===== src/hw/rtl/srecord_s2_encoder_top_macros.svh =====
// ---------------------------------------------------------------------------
// S2 record encoder assertion macros
// Shared property forms for the concurrent checks of the encoder.
// ---------------------------------------------------------------------------
`ifndef SRECORD_S2_ENCODER_TOP_MACROS_SVH
`define SRECORD_S2_ENCODER_TOP_MACROS_SVH

// The consequent must hold in the same cycle as the antecedent.
`define SREC_ASSERT_IMPLY(label, clk, rst_n, ante, cons, msg) \
	label: assert property (@(posedge clk) disable iff (!rst_n) (ante) |-> (cons)) \
		else $error(msg);

// The condition must never be true.
`define SREC_ASSERT_NEVER(label, clk, rst_n, cond, msg) \
	label: assert property (@(posedge clk) disable iff (!rst_n) !(cond)) \
		else $error(msg);

`endif


===== src/hw/rtl/srec_s2_pkg.sv =====
// ---------------------------------------------------------------------------
// S2 record encoder package
// Widths, register indexes, character positions and the queue entry type.
// ---------------------------------------------------------------------------
package srec_s2_pkg;

	// Field and state widths.
	localparam int ADDR_W      = 24;
	localparam int TOTAL_W     = 16;
	localparam int LEN_W       = 4;
	localparam int CFG_INDEX_W = 2;
	localparam int CFG_DATA_W  = 24;
	localparam int POS_W       = 4;

	// Record shape: at most this many data bytes per record.
	localparam int RECORD_DATA_MAX = 12;
	localparam logic [LEN_W-1:0]   RECORD_LEN_MAX      = LEN_W'(RECORD_DATA_MAX);
	localparam logic [TOTAL_W-1:0] RECORD_LEN_MAX_WIDE = TOTAL_W'(RECORD_DATA_MAX);

	// The count field covers the data plus three address bytes and the checksum.
	localparam logic [7:0] COUNT_OVERHEAD = 8'd4;

	// Configuration register indexes.
	localparam logic [CFG_INDEX_W-1:0] REG_START_ADDRESS = 2'd0;
	localparam logic [CFG_INDEX_W-1:0] REG_TOTAL_LENGTH  = 2'd1;

	// Reset values of the configuration registers.
	localparam logic [ADDR_W-1:0]  START_ADDRESS_RESET = '0;
	localparam logic [TOTAL_W-1:0] TOTAL_LENGTH_RESET  = 16'd1;

	// Character positions within one record word sequence.
	localparam logic [POS_W-1:0] POS_S        = 4'd0;
	localparam logic [POS_W-1:0] POS_TWO      = 4'd1;
	localparam logic [POS_W-1:0] POS_CNT_HI   = 4'd2;
	localparam logic [POS_W-1:0] POS_CNT_LO   = 4'd3;
	localparam logic [POS_W-1:0] POS_A5       = 4'd4;
	localparam logic [POS_W-1:0] POS_A4       = 4'd5;
	localparam logic [POS_W-1:0] POS_A3       = 4'd6;
	localparam logic [POS_W-1:0] POS_A2       = 4'd7;
	localparam logic [POS_W-1:0] POS_A1       = 4'd8;
	localparam logic [POS_W-1:0] POS_A0       = 4'd9;
	localparam logic [POS_W-1:0] POS_DATA_HI  = 4'd10;
	localparam logic [POS_W-1:0] POS_DATA_LO  = 4'd11;
	localparam logic [POS_W-1:0] POS_SUM_HI   = 4'd12;
	localparam logic [POS_W-1:0] POS_SUM_LO   = 4'd13;
	localparam logic [POS_W-1:0] POS_NEWLINE  = 4'd14;

	// Fixed characters.
	localparam logic [7:0] CHAR_S       = 8'h53;
	localparam logic [7:0] CHAR_TWO     = 8'h32;
	localparam logic [7:0] CHAR_NEWLINE = 8'h0A;

	// Queue between the front and the back; depth is a power of two.
	localparam int QUEUE_DEPTH = 4;
	localparam int QUEUE_AW    = $clog2(QUEUE_DEPTH);
	localparam int QUEUE_CW    = $clog2(QUEUE_DEPTH + 1);
	localparam logic [QUEUE_CW-1:0] QUEUE_FULL_COUNT = QUEUE_CW'(QUEUE_DEPTH);

	// One classified data byte: what the back must print for it.
	typedef struct packed {
		logic              hdr;
		logic [7:0]        count;
		logic [ADDR_W-1:0] addr;
		logic [7:0]        data;
		logic              trl;
		logic [7:0]        csum;
		logic              done;
	} rec_entry_t;

	// Upper-case ASCII hex digit of a nibble.
	function automatic logic [7:0] hex_char(input logic [3:0] nib);
		logic [7:0] wide;
		wide = {4'h0, nib};
		if (nib < 4'd10) begin
			return 8'h30 + wide;
		end
		return 8'h37 + wide;
	endfunction

endpackage


===== src/hw/rtl/srec_s2_if.sv =====
// ---------------------------------------------------------------------------
// S2 record encoder channel interfaces
// Valid/ready channels for data bytes, text characters and register writes.
// ---------------------------------------------------------------------------

// Input channel: one data byte per word.
interface srec_s2_byte_if;
	logic       valid;
	logic       ready;
	logic [7:0] data_byte;

	modport source (output valid, output data_byte, input ready);
	modport sink (input valid, input data_byte, output ready);
endinterface

// Output channel: one text character per word.
interface srec_s2_text_if;
	logic       valid;
	logic       ready;
	logic [7:0] text_char;
	logic       last_of_run;
	logic       image_done;

	modport source (output valid, output text_char, output last_of_run,
		output image_done, input ready);
	modport sink (input valid, input text_char, input last_of_run,
		input image_done, output ready);
endinterface

// Configuration write channel: register index and write data.
interface srec_s2_cfg_if;
	logic                                  valid;
	logic                                  ready;
	logic [srec_s2_pkg::CFG_INDEX_W-1:0]   index;
	logic [srec_s2_pkg::CFG_DATA_W-1:0]    data;

	modport source (output valid, output index, output data, input ready);
	modport sink (input valid, input index, input data, output ready);
endinterface


===== src/hw/rtl/srec_s2_front.sv =====
// ---------------------------------------------------------------------------
// S2 record encoder front end
// Holds the configuration and image state, and classifies each data byte
// into a queue entry: header or not, trailer or not, and the checksum.
// ---------------------------------------------------------------------------
module srec_s2_front (
	input  logic                    clk,
	input  logic                    arst_n,
	srec_s2_byte_if.sink            byte_in,
	srec_s2_cfg_if.sink             cfg,
	input  logic                    q_full,
	output logic                    q_push,
	output srec_s2_pkg::rec_entry_t q_entry
);

	logic [srec_s2_pkg::ADDR_W-1:0]  start_q;
	logic [srec_s2_pkg::TOTAL_W-1:0] total_q;
	logic [srec_s2_pkg::TOTAL_W-1:0] rem_q;
	logic [srec_s2_pkg::LEN_W-1:0]   rec_left_q;
	logic [srec_s2_pkg::ADDR_W-1:0]  addr_q;
	logic [7:0]                      csum_q;

	logic                            accept;
	logic                            new_rec;
	logic [srec_s2_pkg::LEN_W-1:0]   len;
	logic [7:0]                      count;
	logic [7:0]                      hdr_sum;
	logic [7:0]                      sum;
	logic [srec_s2_pkg::LEN_W-1:0]   left_next;
	logic [srec_s2_pkg::TOTAL_W-1:0] rem_next;
	logic                            trl;
	logic                            cfg_wr;

	// Bytes are taken whenever the queue has room; a byte after the image ends is dropped.
	assign byte_in.ready = !q_full;
	assign accept        = byte_in.valid && byte_in.ready;
	assign q_push        = accept && (rem_q != '0);
	assign cfg.ready     = 1'b1;
	assign cfg_wr        = cfg.valid && cfg.ready;

	// Classify the byte against the record state.
	always_comb begin
		new_rec = (rec_left_q == '0);
		if (rem_q < srec_s2_pkg::RECORD_LEN_MAX_WIDE) begin
			len = rem_q[srec_s2_pkg::LEN_W-1:0];
		end else begin
			len = srec_s2_pkg::RECORD_LEN_MAX;
		end
		count   = 8'(len) + srec_s2_pkg::COUNT_OVERHEAD;
		hdr_sum = count + addr_q[23:16] + addr_q[15:8] + addr_q[7:0];
		sum     = (new_rec ? hdr_sum : csum_q) + byte_in.data_byte;
		left_next = (new_rec ? len : rec_left_q) - 1'b1;
		rem_next  = rem_q - 1'b1;
		trl       = (left_next == '0) || (rem_next == '0);

		q_entry.hdr   = new_rec;
		q_entry.count = count;
		q_entry.addr  = addr_q;
		q_entry.data  = byte_in.data_byte;
		q_entry.trl   = trl;
		q_entry.csum  = ~sum;
		q_entry.done  = (rem_next == '0);
	end

	// Configuration registers and image state; a write to a decoded register restarts the image.
	always_ff @(posedge clk or negedge arst_n) begin
		if (!arst_n) begin
			start_q    <= srec_s2_pkg::START_ADDRESS_RESET;
			total_q    <= srec_s2_pkg::TOTAL_LENGTH_RESET;
			rem_q      <= srec_s2_pkg::TOTAL_LENGTH_RESET;
			rec_left_q <= '0;
			addr_q     <= srec_s2_pkg::START_ADDRESS_RESET;
			csum_q     <= '0;
		end else if (cfg_wr) begin
			if (cfg.index == srec_s2_pkg::REG_START_ADDRESS) begin
				start_q    <= cfg.data;
				rem_q      <= total_q;
				rec_left_q <= '0;
				addr_q     <= cfg.data;
				csum_q     <= '0;
			end else if (cfg.index == srec_s2_pkg::REG_TOTAL_LENGTH) begin
				total_q    <= cfg.data[srec_s2_pkg::TOTAL_W-1:0];
				rem_q      <= cfg.data[srec_s2_pkg::TOTAL_W-1:0];
				rec_left_q <= '0;
				addr_q     <= start_q;
				csum_q     <= '0;
			end
		end else if (q_push) begin
			rem_q      <= rem_next;
			addr_q     <= addr_q + 1'b1;
			rec_left_q <= trl ? '0 : left_next;
			csum_q     <= trl ? 8'h00 : sum;
		end
	end

endmodule


===== src/hw/rtl/srec_s2_queue.sv =====
// ---------------------------------------------------------------------------
// S2 record encoder entry queue
// Small first-in first-out buffer of classified bytes between front and back.
// ---------------------------------------------------------------------------
module srec_s2_queue (
	input  logic                    clk,
	input  logic                    arst_n,
	input  logic                    push,
	input  srec_s2_pkg::rec_entry_t push_entry,
	input  logic                    pop,
	output logic                    full,
	output logic                    head_valid,
	output srec_s2_pkg::rec_entry_t head_entry
);

	srec_s2_pkg::rec_entry_t               slots_q [srec_s2_pkg::QUEUE_DEPTH];
	logic [srec_s2_pkg::QUEUE_AW-1:0]      wr_ptr_q;
	logic [srec_s2_pkg::QUEUE_AW-1:0]      rd_ptr_q;
	logic [srec_s2_pkg::QUEUE_CW-1:0]      count_q;
	logic                                  do_pop;

	assign full       = (count_q == srec_s2_pkg::QUEUE_FULL_COUNT);
	assign head_valid = (count_q != '0);
	assign head_entry = slots_q[rd_ptr_q];
	assign do_pop     = pop && head_valid;

	// Entry storage needs no reset.
	always_ff @(posedge clk) begin
		if (push && !full) begin
			slots_q[wr_ptr_q] <= push_entry;
		end
	end

	// Pointers wrap naturally since the depth is a power of two.
	always_ff @(posedge clk or negedge arst_n) begin
		if (!arst_n) begin
			wr_ptr_q <= '0;
			rd_ptr_q <= '0;
			count_q  <= '0;
		end else begin
			if (push && !full) begin
				wr_ptr_q <= wr_ptr_q + 1'b1;
			end
			if (do_pop) begin
				rd_ptr_q <= rd_ptr_q + 1'b1;
			end
			if ((push && !full) && !do_pop) begin
				count_q <= count_q + 1'b1;
			end else if (do_pop && !(push && !full)) begin
				count_q <= count_q - 1'b1;
			end
		end
	end

endmodule


===== src/hw/rtl/srec_s2_back.sv =====
// ---------------------------------------------------------------------------
// S2 record encoder back end
// Walks the characters of the queue head entry into the output register,
// one per cycle while the receiver does not stall the output word.
// ---------------------------------------------------------------------------
module srec_s2_back (
	input  logic                    clk,
	input  logic                    arst_n,
	input  logic                    head_valid,
	input  srec_s2_pkg::rec_entry_t head_entry,
	output logic                    pop,
	srec_s2_text_if.source          text_out
);

	logic [srec_s2_pkg::POS_W-1:0] pos_q;
	logic [srec_s2_pkg::POS_W-1:0] eff_pos;
	logic                          advance;
	logic                          is_last;
	logic [7:0]                    chr;
	logic                          out_valid_q;
	logic [7:0]                    out_char_q;
	logic                          out_last_q;
	logic                          out_done_q;

	// An entry without a header starts at its first data digit.
	assign eff_pos = head_entry.hdr ? pos_q : (pos_q + srec_s2_pkg::POS_DATA_HI);
	assign advance = head_valid && (!out_valid_q || text_out.ready);
	assign is_last = ((eff_pos == srec_s2_pkg::POS_DATA_LO) && !head_entry.trl)
		|| (eff_pos == srec_s2_pkg::POS_NEWLINE);
	assign pop     = advance && is_last;

	// Character select by position.
	always_comb begin
		unique case (eff_pos)
			srec_s2_pkg::POS_S:       chr = srec_s2_pkg::CHAR_S;
			srec_s2_pkg::POS_TWO:     chr = srec_s2_pkg::CHAR_TWO;
			srec_s2_pkg::POS_CNT_HI:  chr = srec_s2_pkg::hex_char(head_entry.count[7:4]);
			srec_s2_pkg::POS_CNT_LO:  chr = srec_s2_pkg::hex_char(head_entry.count[3:0]);
			srec_s2_pkg::POS_A5:      chr = srec_s2_pkg::hex_char(head_entry.addr[23:20]);
			srec_s2_pkg::POS_A4:      chr = srec_s2_pkg::hex_char(head_entry.addr[19:16]);
			srec_s2_pkg::POS_A3:      chr = srec_s2_pkg::hex_char(head_entry.addr[15:12]);
			srec_s2_pkg::POS_A2:      chr = srec_s2_pkg::hex_char(head_entry.addr[11:8]);
			srec_s2_pkg::POS_A1:      chr = srec_s2_pkg::hex_char(head_entry.addr[7:4]);
			srec_s2_pkg::POS_A0:      chr = srec_s2_pkg::hex_char(head_entry.addr[3:0]);
			srec_s2_pkg::POS_DATA_HI: chr = srec_s2_pkg::hex_char(head_entry.data[7:4]);
			srec_s2_pkg::POS_DATA_LO: chr = srec_s2_pkg::hex_char(head_entry.data[3:0]);
			srec_s2_pkg::POS_SUM_HI:  chr = srec_s2_pkg::hex_char(head_entry.csum[7:4]);
			srec_s2_pkg::POS_SUM_LO:  chr = srec_s2_pkg::hex_char(head_entry.csum[3:0]);
			srec_s2_pkg::POS_NEWLINE: chr = srec_s2_pkg::CHAR_NEWLINE;
			default:                  chr = 8'h00;
		endcase
	end

	// Position counter and output valid.
	always_ff @(posedge clk or negedge arst_n) begin
		if (!arst_n) begin
			pos_q       <= '0;
			out_valid_q <= 1'b0;
		end else begin
			if (advance) begin
				pos_q       <= is_last ? '0 : (pos_q + 1'b1);
				out_valid_q <= 1'b1;
			end else if (text_out.ready) begin
				out_valid_q <= 1'b0;
			end
		end
	end

	// Output word payload.
	always_ff @(posedge clk) begin
		if (advance) begin
			out_char_q <= chr;
			out_last_q <= is_last;
			out_done_q <= head_entry.done && (eff_pos == srec_s2_pkg::POS_NEWLINE);
		end
	end

	assign text_out.valid       = out_valid_q;
	assign text_out.text_char   = out_char_q;
	assign text_out.last_of_run = out_last_q;
	assign text_out.image_done  = out_done_q;

endmodule


===== src/hw/rtl/srecord_s2_encoder_top.sv =====
// ---------------------------------------------------------------------------
// Motorola S2 record encoder
// Turns a stream of image bytes into S2 record text, one character a word.
// ---------------------------------------------------------------------------
// Usage:
// The byte_in channel takes one data byte per word, in address order.
// The text_out channel gives one ASCII character per word; last_of_run marks
// the last character caused by a byte and image_done the final newline.
// The cfg channel writes start_address (index 0) and total_length (index 1);
// each write restarts the image from the held values. Write only when idle.
// A byte gives 2 characters, 12 with a record header, 5 with a checksum and
// newline, or 15 with both; the output register moves one character per cycle
// while not stalled, so a full record of 12 bytes is 37 characters of text.
// With nothing ahead of it in the queue, an accepted byte is written into the
// queue and its first character then goes straight to the output register.
// The front takes a byte every cycle while the four-entry queue has room;
// when the receiver stalls, the output word holds and the queue fills, then
// byte_in.ready drops. Bytes past the end of the image are taken and dropped.
// After reset start_address is 0 and total_length is 1; the queue is empty.
// ---------------------------------------------------------------------------
`include "srecord_s2_encoder_top_macros.svh"

module srecord_s2_encoder_top (
	input  logic           clk,
	input  logic           arst_n,
	srec_s2_byte_if.sink   byte_in,
	srec_s2_text_if.source text_out,
	srec_s2_cfg_if.sink    cfg
);

	logic                    q_push;
	logic                    q_full;
	logic                    q_pop;
	logic                    q_head_valid;
	srec_s2_pkg::rec_entry_t q_push_entry;
	srec_s2_pkg::rec_entry_t q_head_entry;

	// Front end: state and classification.
	srec_s2_front u_front (
		.clk     (clk),
		.arst_n  (arst_n),
		.byte_in (byte_in),
		.cfg     (cfg),
		.q_full  (q_full),
		.q_push  (q_push),
		.q_entry (q_push_entry)
	);

	// Queue of classified bytes.
	srec_s2_queue u_queue (
		.clk        (clk),
		.arst_n     (arst_n),
		.push       (q_push),
		.push_entry (q_push_entry),
		.pop        (q_pop),
		.full       (q_full),
		.head_valid (q_head_valid),
		.head_entry (q_head_entry)
	);

	// Back end: character sequencing.
	srec_s2_back u_back (
		.clk        (clk),
		.arst_n     (arst_n),
		.head_valid (q_head_valid),
		.head_entry (q_head_entry),
		.pop        (q_pop),
		.text_out   (text_out)
	);

	// The final newline always closes a run of characters.
	`SREC_ASSERT_IMPLY(a_done_is_last, clk, arst_n,
		text_out.valid && text_out.image_done, text_out.last_of_run,
		"image_done without last_of_run")
	// The final word of the image is a newline.
	`SREC_ASSERT_IMPLY(a_done_newline, clk, arst_n,
		text_out.valid && text_out.image_done,
		text_out.text_char == srec_s2_pkg::CHAR_NEWLINE,
		"image_done on a character other than newline")
	// The back end only retires an entry that is present.
	`SREC_ASSERT_NEVER(a_pop_empty, clk, arst_n, q_pop && !q_head_valid, "queue popped while empty")

endmodule


===== src/flat_wrapper.sv =====
// flat-port wrapper written by rule: the top's interface ports become plain ports
module srecord_s2_encoder_top_flat 
  (clk, arst_n, byte_in_valid, byte_in_data_byte, byte_in_ready, text_out_valid, text_out_text_char, text_out_last_of_run, text_out_image_done, text_out_ready, cfg_valid, cfg_index, cfg_data, cfg_ready);
  srec_s2_byte_if byte_in_i ();
  srec_s2_text_if text_out_i ();
  srec_s2_cfg_if cfg_i ();
  input  logic clk;
  input  logic arst_n;
  input wire logic [$bits(byte_in_i.valid)-1:0] byte_in_valid;
  input wire logic [$bits(byte_in_i.data_byte)-1:0] byte_in_data_byte;
  output wire logic [$bits(byte_in_i.ready)-1:0] byte_in_ready;
  output wire logic [$bits(text_out_i.valid)-1:0] text_out_valid;
  output wire logic [$bits(text_out_i.text_char)-1:0] text_out_text_char;
  output wire logic [$bits(text_out_i.last_of_run)-1:0] text_out_last_of_run;
  output wire logic [$bits(text_out_i.image_done)-1:0] text_out_image_done;
  input wire logic [$bits(text_out_i.ready)-1:0] text_out_ready;
  input wire logic [$bits(cfg_i.valid)-1:0] cfg_valid;
  input wire logic [$bits(cfg_i.index)-1:0] cfg_index;
  input wire logic [$bits(cfg_i.data)-1:0] cfg_data;
  output wire logic [$bits(cfg_i.ready)-1:0] cfg_ready;
  assign byte_in_i.valid = byte_in_valid;
  assign byte_in_i.data_byte = byte_in_data_byte;
  assign byte_in_ready = byte_in_i.ready;
  assign text_out_valid = text_out_i.valid;
  assign text_out_text_char = text_out_i.text_char;
  assign text_out_last_of_run = text_out_i.last_of_run;
  assign text_out_image_done = text_out_i.image_done;
  assign text_out_i.ready = text_out_ready;
  assign cfg_i.valid = cfg_valid;
  assign cfg_i.index = cfg_index;
  assign cfg_i.data = cfg_data;
  assign cfg_ready = cfg_i.ready;
  srecord_s2_encoder_top u_core (.clk(clk), .arst_n(arst_n), .byte_in(byte_in_i), .text_out(text_out_i), .cfg(cfg_i));
endmodule

===== config.mk =====
export PLATFORM = sky130hd
export DESIGN_NAME = srecord_s2_encoder_top_flat
export DESIGN_NICKNAME = d
export VERILOG_FILES = /design/src/hw/rtl/srec_s2_pkg.sv /design/src/hw/rtl/srec_s2_if.sv /design/src/hw/rtl/srec_s2_front.sv /design/src/hw/rtl/srec_s2_queue.sv /design/src/hw/rtl/srec_s2_back.sv /design/src/hw/rtl/srecord_s2_encoder_top.sv /design/src/flat_wrapper.sv
export VERILOG_INCLUDE_DIRS = /design/src /design/src/hw/rtl
export SDC_FILE = /design/constraint.sdc
export NUM_CORES = 1
export LEC_CHECK = 0
export CORE_UTILIZATION = 50
export DETAILED_ROUTE_END_ITERATION = 10
export DONT_BUFFER_PORTS = 1
export PLACE_DENSITY = 0.7
export SLEW_MARGIN = 20
export SYNTH_ARGS = -nofsm -noshare
export SYNTH_HDL_FRONTEND = slang
export SYNTH_SLANG_ARGS = --single-unit

===== constraint.sdc =====
create_clock -name clk -period 5.1 [get_ports clk]
set_input_delay 1.02 -clock clk [delete_from_list [all_inputs] [get_ports clk]]
set_output_delay 1.02 -clock clk [all_outputs]
set_load 0.005 [all_outputs]

### Word level (Yosys, flattened, before mapping)

Memory sizes are Yosys's and may differ from the RTL's.
Cells that the tools add are included.

| storage, ports and cells | value |
|---|---|
| flip-flop bits (word level) | 114 |
| bits in writable memories | 192 |
| bits of input ports | 39 |
| output and inout bits | 13 |
| word-level logic and storage cells | 194 |
| memories | 1 |

| cells by class | value |
|---|---|
| add/subtract/negate cells | 38 |
| $lt $le $gt $ge | 13 |
| equality and inequality tests | 17 |
| muxes and demuxes | 78 |
| bitwise operators | 2 |
| reduce and logical (&&, ||, !) cells | 31 |

Memory list:

| memory | depth | width | read ports | clocked after memory_dff | write ports | line | RTL |
|---|---|---|---|---|---|---|---|
| u_core.u_queue.slots_q | 4 | 48 | 1 | 0 | 1 | srec_s2_queue.sv:16 | `srec_s2_pkg::rec_entry_t slots_q [srec_s2_pkg::QUEUE_DEPTH];` |

Operators by type and width:

| cell | number |
|---|---|
| 8-bit two-way mux | 30 |
| 6-bit by 4-bit adder with 7-bit output, first input constant | 24 |
| 8-bit one-hot mux with 15 select lines | 1 |
| 24-bit two-way mux | 4 |
| 16-bit two-way mux | 4 |
| 4-bit < comparator, second input constant | 12 |
| 4-bit two-way mux | 9 |
| 4-bit equality test, second input constant | 7 |
| 1-bit two-way mux | 28 |
| 24-bit by 1-bit adder with 24-bit output, second input constant | 1 |
| 8-bit adder | 3 |
| 4-bit by 3-bit equality test with 1-bit output, second input constant | 4 |
| 16-bit logical NOT | 1 |
| 16-bit by 4-bit < comparator with 1-bit output, second input constant | 1 |
| 16-bit nonzero test | 1 |
| 16-bit by 1-bit subtractor with 16-bit output, second input constant | 1 |
| 4-bit logical NOT | 3 |
| 1-bit logical AND | 10 |
| 5-bit by 8-bit adder with 8-bit output | 1 |
| 4-bit by 2-bit equality test with 1-bit output, second input constant | 2 |
| 8-bit inverter | 1 |
| 3-bit two-way mux | 2 |
| 2-bit nonzero test | 3 |
| 4-bit by 3-bit adder with 5-bit output, second input constant | 1 |
| other kinds (17) | 25 |

### Longest topological paths before layout

| depth | value |
|---|---|
| depth after elaboration | 11 |
| gate-level depth with buffers | 20 |

### Cells and area by module

Synthesis repeated with hierarchy kept, for this count alone.

| unflattened totals | value |
|---|---|
| cells, all modules | 1296 |
| area total of the unflattened synthesis | 16334.4 um2 |

Modules (own cells, without submodules):

| module | times used | cells each | area an instance (um2) | seq. area each (um2) |
|---|---|---|---|---|
| srec_s2_queue | 1 | 302 | 7847.5 | 6301.0 |
| srec_s2_front | 1 | 667 | 6144.6 | 2304.7 |
| srec_s2_back | 1 | 327 | 2342.2 | 395.4 |

### Least setup slack after synthesis

Ideal clock, no wire load.

| timing | value |
|---|---|
| path kind | reg2reg |
| start point | register u_core.u_front.rem_q[5] (netlist name) |
| end point | register u_core.u_front.csum_q[7] |
| setup time | 0.131 ns |
| arrival time | 4.285 ns |
| setup slack | 0.684 ns |
| stages on the path, launching flop included | 17 |
| cell sequence | dfrtp_1 > nor4_1 > nand4b_1 > or2_2 > ha_1 > fa_1 > ha_1 > a21o_1 > xnor2_1 > o21ai_0 > ha_1 > nand2_1 > o211ai_1 > a21o_1 > a21oi_1 > xor2_1 > o31ai_1 |

RTL lines:

| item | line | RTL |
|---|---|---|
| start: declaration | srec_s2_front.sv:18 | `logic [srec_s2_pkg::TOTAL_W-1:0] rem_q;` |
| start signal: assignment | srec_s2_front.sv:70 | `rem_q <= srec_s2_pkg::TOTAL_LENGTH_RESET;` |
| start signal: assignment | srec_s2_front.sv:77 | `rem_q <= total_q;` |
| start signal: assignment | srec_s2_front.sv:83 | `rem_q <= cfg.data[srec_s2_pkg::TOTAL_W-1:0];` |
| end signal: assignment | srec_s2_front.sv:92 | `csum_q <= trl ? 8'h00 : sum;` |
| end: declaration | srec_s2_front.sv:21 | `logic [7:0] csum_q;` |

==> flow_summary_export.csv <==
group,metric,value,unit
global_route,grt_max_degree,105,
routing,drt.antenna.violating_nets,0,
power,peakVddDrop,312,uV
power,pwr-share-clk,0.219,
floorplanning,core_area,30500,um2
timing,setup_viol,0,
global_route,grt_pass1_wl,56600,um
timing,relSlewSlack,0.384,
clock_tree,root_buffer,"clkbuf_16",
floorplanning,pin_count,52,
clock_tree,cts-hold-fix-buffers,0,
cells_and_area,layout-drive-gt1-share,0.124,
yosys,synth_cell_types,78,
setup_path,slowest_stage,"nor4_1",
power,p_leak,6.28,nW
yosys,synth-seq-cells,305,
cells_and_area,n_antenna_cell,0,
clock_tree,cts_tree,"built",
power,switchingPower,4.34,mW
placement,place_inst,1575,
cells_and_area,utilization,0.555,
yosys,synth_edf_count,201,
setup_path,cp.arrival,5.01,ns
global_route,grt_overflow,0,
yosys,yosysMostFrequentCell,"edfxtp_1",
routing,dr.pass1.iters,5,
yosys,synth_top_area_share,0.390,
routing,drt_wl_total,35400,um
yosys,synth_flop_cell,"edfxtp_1",
setup_path,cp.required,5.48,ns
yosys,yosys.area.top_type,"edfxtp_1",
yosys,ys_warn_count,0,
yosys,synth_commonest_cells,"edfxtp_1 (201), nand2_1 (105), dfrtp_1 (102)",
clock_tree,clock_path_buffers,3,
setup_path,crit_type,"flip-flop to flip-flop",
timing,rsz0062_at_grt,"no",
floorplanning,die-height,178,um
power,internal_power,7.02,mW
floorplanning,die-area,31700,um2
global_route,antenna_found_initial,0,
routing,drt_iter0_drc,758,
floorplanning,die_x,178,um
routing,viasPerCell,6.14,
timing,period_share,0.907,
global_route,first_global_vias,10000,
flow_run,max-cap-violations,0,
yosys,synthTopCellsByArea,"edfxtp_1 (39%), dfrtp_1 (16%), mux4_1 (5.3%)",
yosys,async_flop_share,0.341,
routing,vias,10100,
power,p_sw_frac,0.382,
placement,dpl.hpwl,24100,um
outcome,status,"finished, final reports clean",
setup_path,cp.buffers_inverters,0,
cells_and_area,n_fill_cell,2478,
timing,tns,0,ns
clock_tree,clk_pin_slew,0.06,ns
yosys,synthCells,1221,
timing,max_freq,0.216,GHz
clock_tree,htreeDepth,2,
timing,slew_violations,0,
timing,worst_pin_slew,0.924,ns
setup_path,path_cells,"nor4_1 > nand4b_1 > or2_2 > ha_1 > fa_1 > ha_1 > nor2b_1 > o31ai_1 > nand3_1 > o21ai_0 > ha_1 > a21o_1 > a21oi_1 > xor2_1 > o31ai_1",
clock_tree,cts.sinks,305,
global_route,globalRouteTotalUtil,0.235,
power,p_total,11.4,mW
placement,gp_congestion,0.933,
clock_tree,cts_buffers,34,
setup_path,cp_common_cell,"ha_1",
routing,drc,0,
clock_tree,clk_latency,0.51,ns
clock_tree,cts_setup_buffers,0,
timing,finalClockSkew,0.0114,ns
power,comb_power_share,0.419,
setup_path,path_delay_family,"adder cells",
clock_tree,ctsResizeCount,0,
setup_path,cpPeakStageDelay,0.47,ns
cells_and_area,area_growth_syn_to_layout,9.38,%
routing,route.detailed.wl_per_inst,21.6,um
floorplanning,placement_rows,64,
yosys,synth_fp_nets,1314,
cells_and_area,fin_cells,1637,
floorplanning,initial_core_util,0.508,
placement,io_buffers,0,
setup_path,startpoint_type,"flip-flop",
yosys,synth.avg_cell_area,12.7,um2
timing,fin_crit,4.62,ns
timing,finalHoldViolations,0,
setup_path,critical_path.max_fanout,7,
cells_and_area,nets,1308,
yosys,synthesis.area,15500,um2
setup_path,endpoint_kind,"flip-flop",
hold_path,worstHoldPathType,"primary input to async pin",
yosys,ys_seq_area_frac,0.558,
power,p_per_area,670,nW/um2
power,power_frac_seq,0.363,
==> flip-flops by register name, summed over array words and instances (netlist names) <==
register / count
u_core.u_queue.slots_q: 192
u_core.u_front.addr_q: 24
u_core.u_front.start_q: 24
u_core.u_front.rem_q: 16
u_core.u_front.total_q: 16
u_core.u_front.csum_q: 8
u_core.u_back.text_out.text_char: 7
u_core.u_back.pos_q: 4
u_core.u_front.rec_left_q: 4
u_core.u_queue.count_q: 3
u_core.u_queue.rd_ptr_q: 2
u_core.u_queue.wr_ptr_q: 2
u_core.u_back.text_out.image_done: 1
u_core.u_back.text_out.last_of_run: 1
u_core.u_back.text_out.valid: 1
==> per-stage QoR <==
step                      cell area, um2  hold slack, ns  worst slack, ns
after floorplan                    15500           0.448            0.684
after global placement             15800           0.462            0.633
after detailed placement           15800           0.474            0.517
after CTS                          16900           0.194            0.508
after global routing               16900           0.185           0.0500
final                              16900           0.204            0.477
==> logic make-up (layout without fill, tap and decap cells) <==
| logic type | after synthesis | after routing | share of synthesized area |
|---|---|---|---|
| and+or+nand+nor | 310 | 310 | 0.0962 |
| DFF | 305 | 305 | 0.558 |
| other | 2 | 2 | 0.000485 |
| buffers and inverters | 129 | 149 | 0.0375 |
| muxes | 110 | 110 | 0.122 |
| xor gates and xnor gates | 40 | 40 | 0.0253 |
| adders and majority gates | 54 | 54 | 0.0504 |
| AOI/OAI and AO/OA | 271 | 271 | 0.111 |
==> cell type report <==
| type | count | area, um2 | area share |
|---|---|---|---|
| Sequential cell | 305 | 8640 | 0.510 |
| Timing Repair Buffer | 16 | 120 | 0.00709 |
| Clock inverter | 14 | 191 | 0.0113 |
| Inverter | 71 | 267 | 0.0157 |
| Tap cell | 396 | 495 | 0.0292 |
| Multi-Input combinational cell | 787 | 6290 | 0.371 |
| Clock buffer | 48 | 945 | 0.0557 |
==> per-layer routing <==
layer,global-route usage,vias to the layer above,wire length (um)
met4,0.0851,0,1120
met1,0.319,5041,15300
met3,0.0362,75,1860
li1,-,4654,-
met2,0.384,281,17200
met5,0,-,0
==> path summary, 6_finish.rpt <==
check / cells past startpoint / slack (ns) / start / endpoint
max in group asynchronous: 0 / 4.61 / arst_n / u_core.u_front.rem_q[0]
setup reg to reg: 15 / 0.48 / u_core.u_front.rem_q[5] / u_core.u_front.csum_q[7]
hold / removal: 0 / 0.20 / arst_n / u_core.u_back.pos_q[2]
hold reg to reg: 1 / 0.49 / u_core.u_queue.count_q[2] / u_core.u_queue.count_q[2]
min in group clk: 1 / 0.49 / u_core.u_queue.count_q[2] / u_core.u_queue.count_q[2]
setup / recovery: 15 / 0.48 / u_core.u_front.rem_q[5] / u_core.u_front.csum_q[7]
==> power groups by stage <==
stage / Clock [mW] / Sequential, mW / Combinational [mW]
after CTS: 2.52 / 4.12 / 4.77
after global placement: 0 / 4.11 / 4.64
after floorplan: 0 / 3.97 / 3.63
final: 2.48 / 4.12 / 4.75
after detailed placement: 0 / 4.16 / 4.74
after global routing: 2.62 / 4.20 / 5.30
==> layout by cell type, fill, tap and decap left out, drive strengths merged, types with 13 or more instances in the layout <==
master,n
xor2,13
edfxtp,201
mux2i,14
clkbuf,48
inv,73
a21oi,72
ha,40
nor2,62
buf,16
o22ai,28
mux2,47
nor4,14
mux4,49
dfrtp,102
o21ai,72
nand2,106
a221oi,18
fa,14
nor3,35
nand3,27
nand4,13
xnor2,26
(Power assumes the default switching activity.)
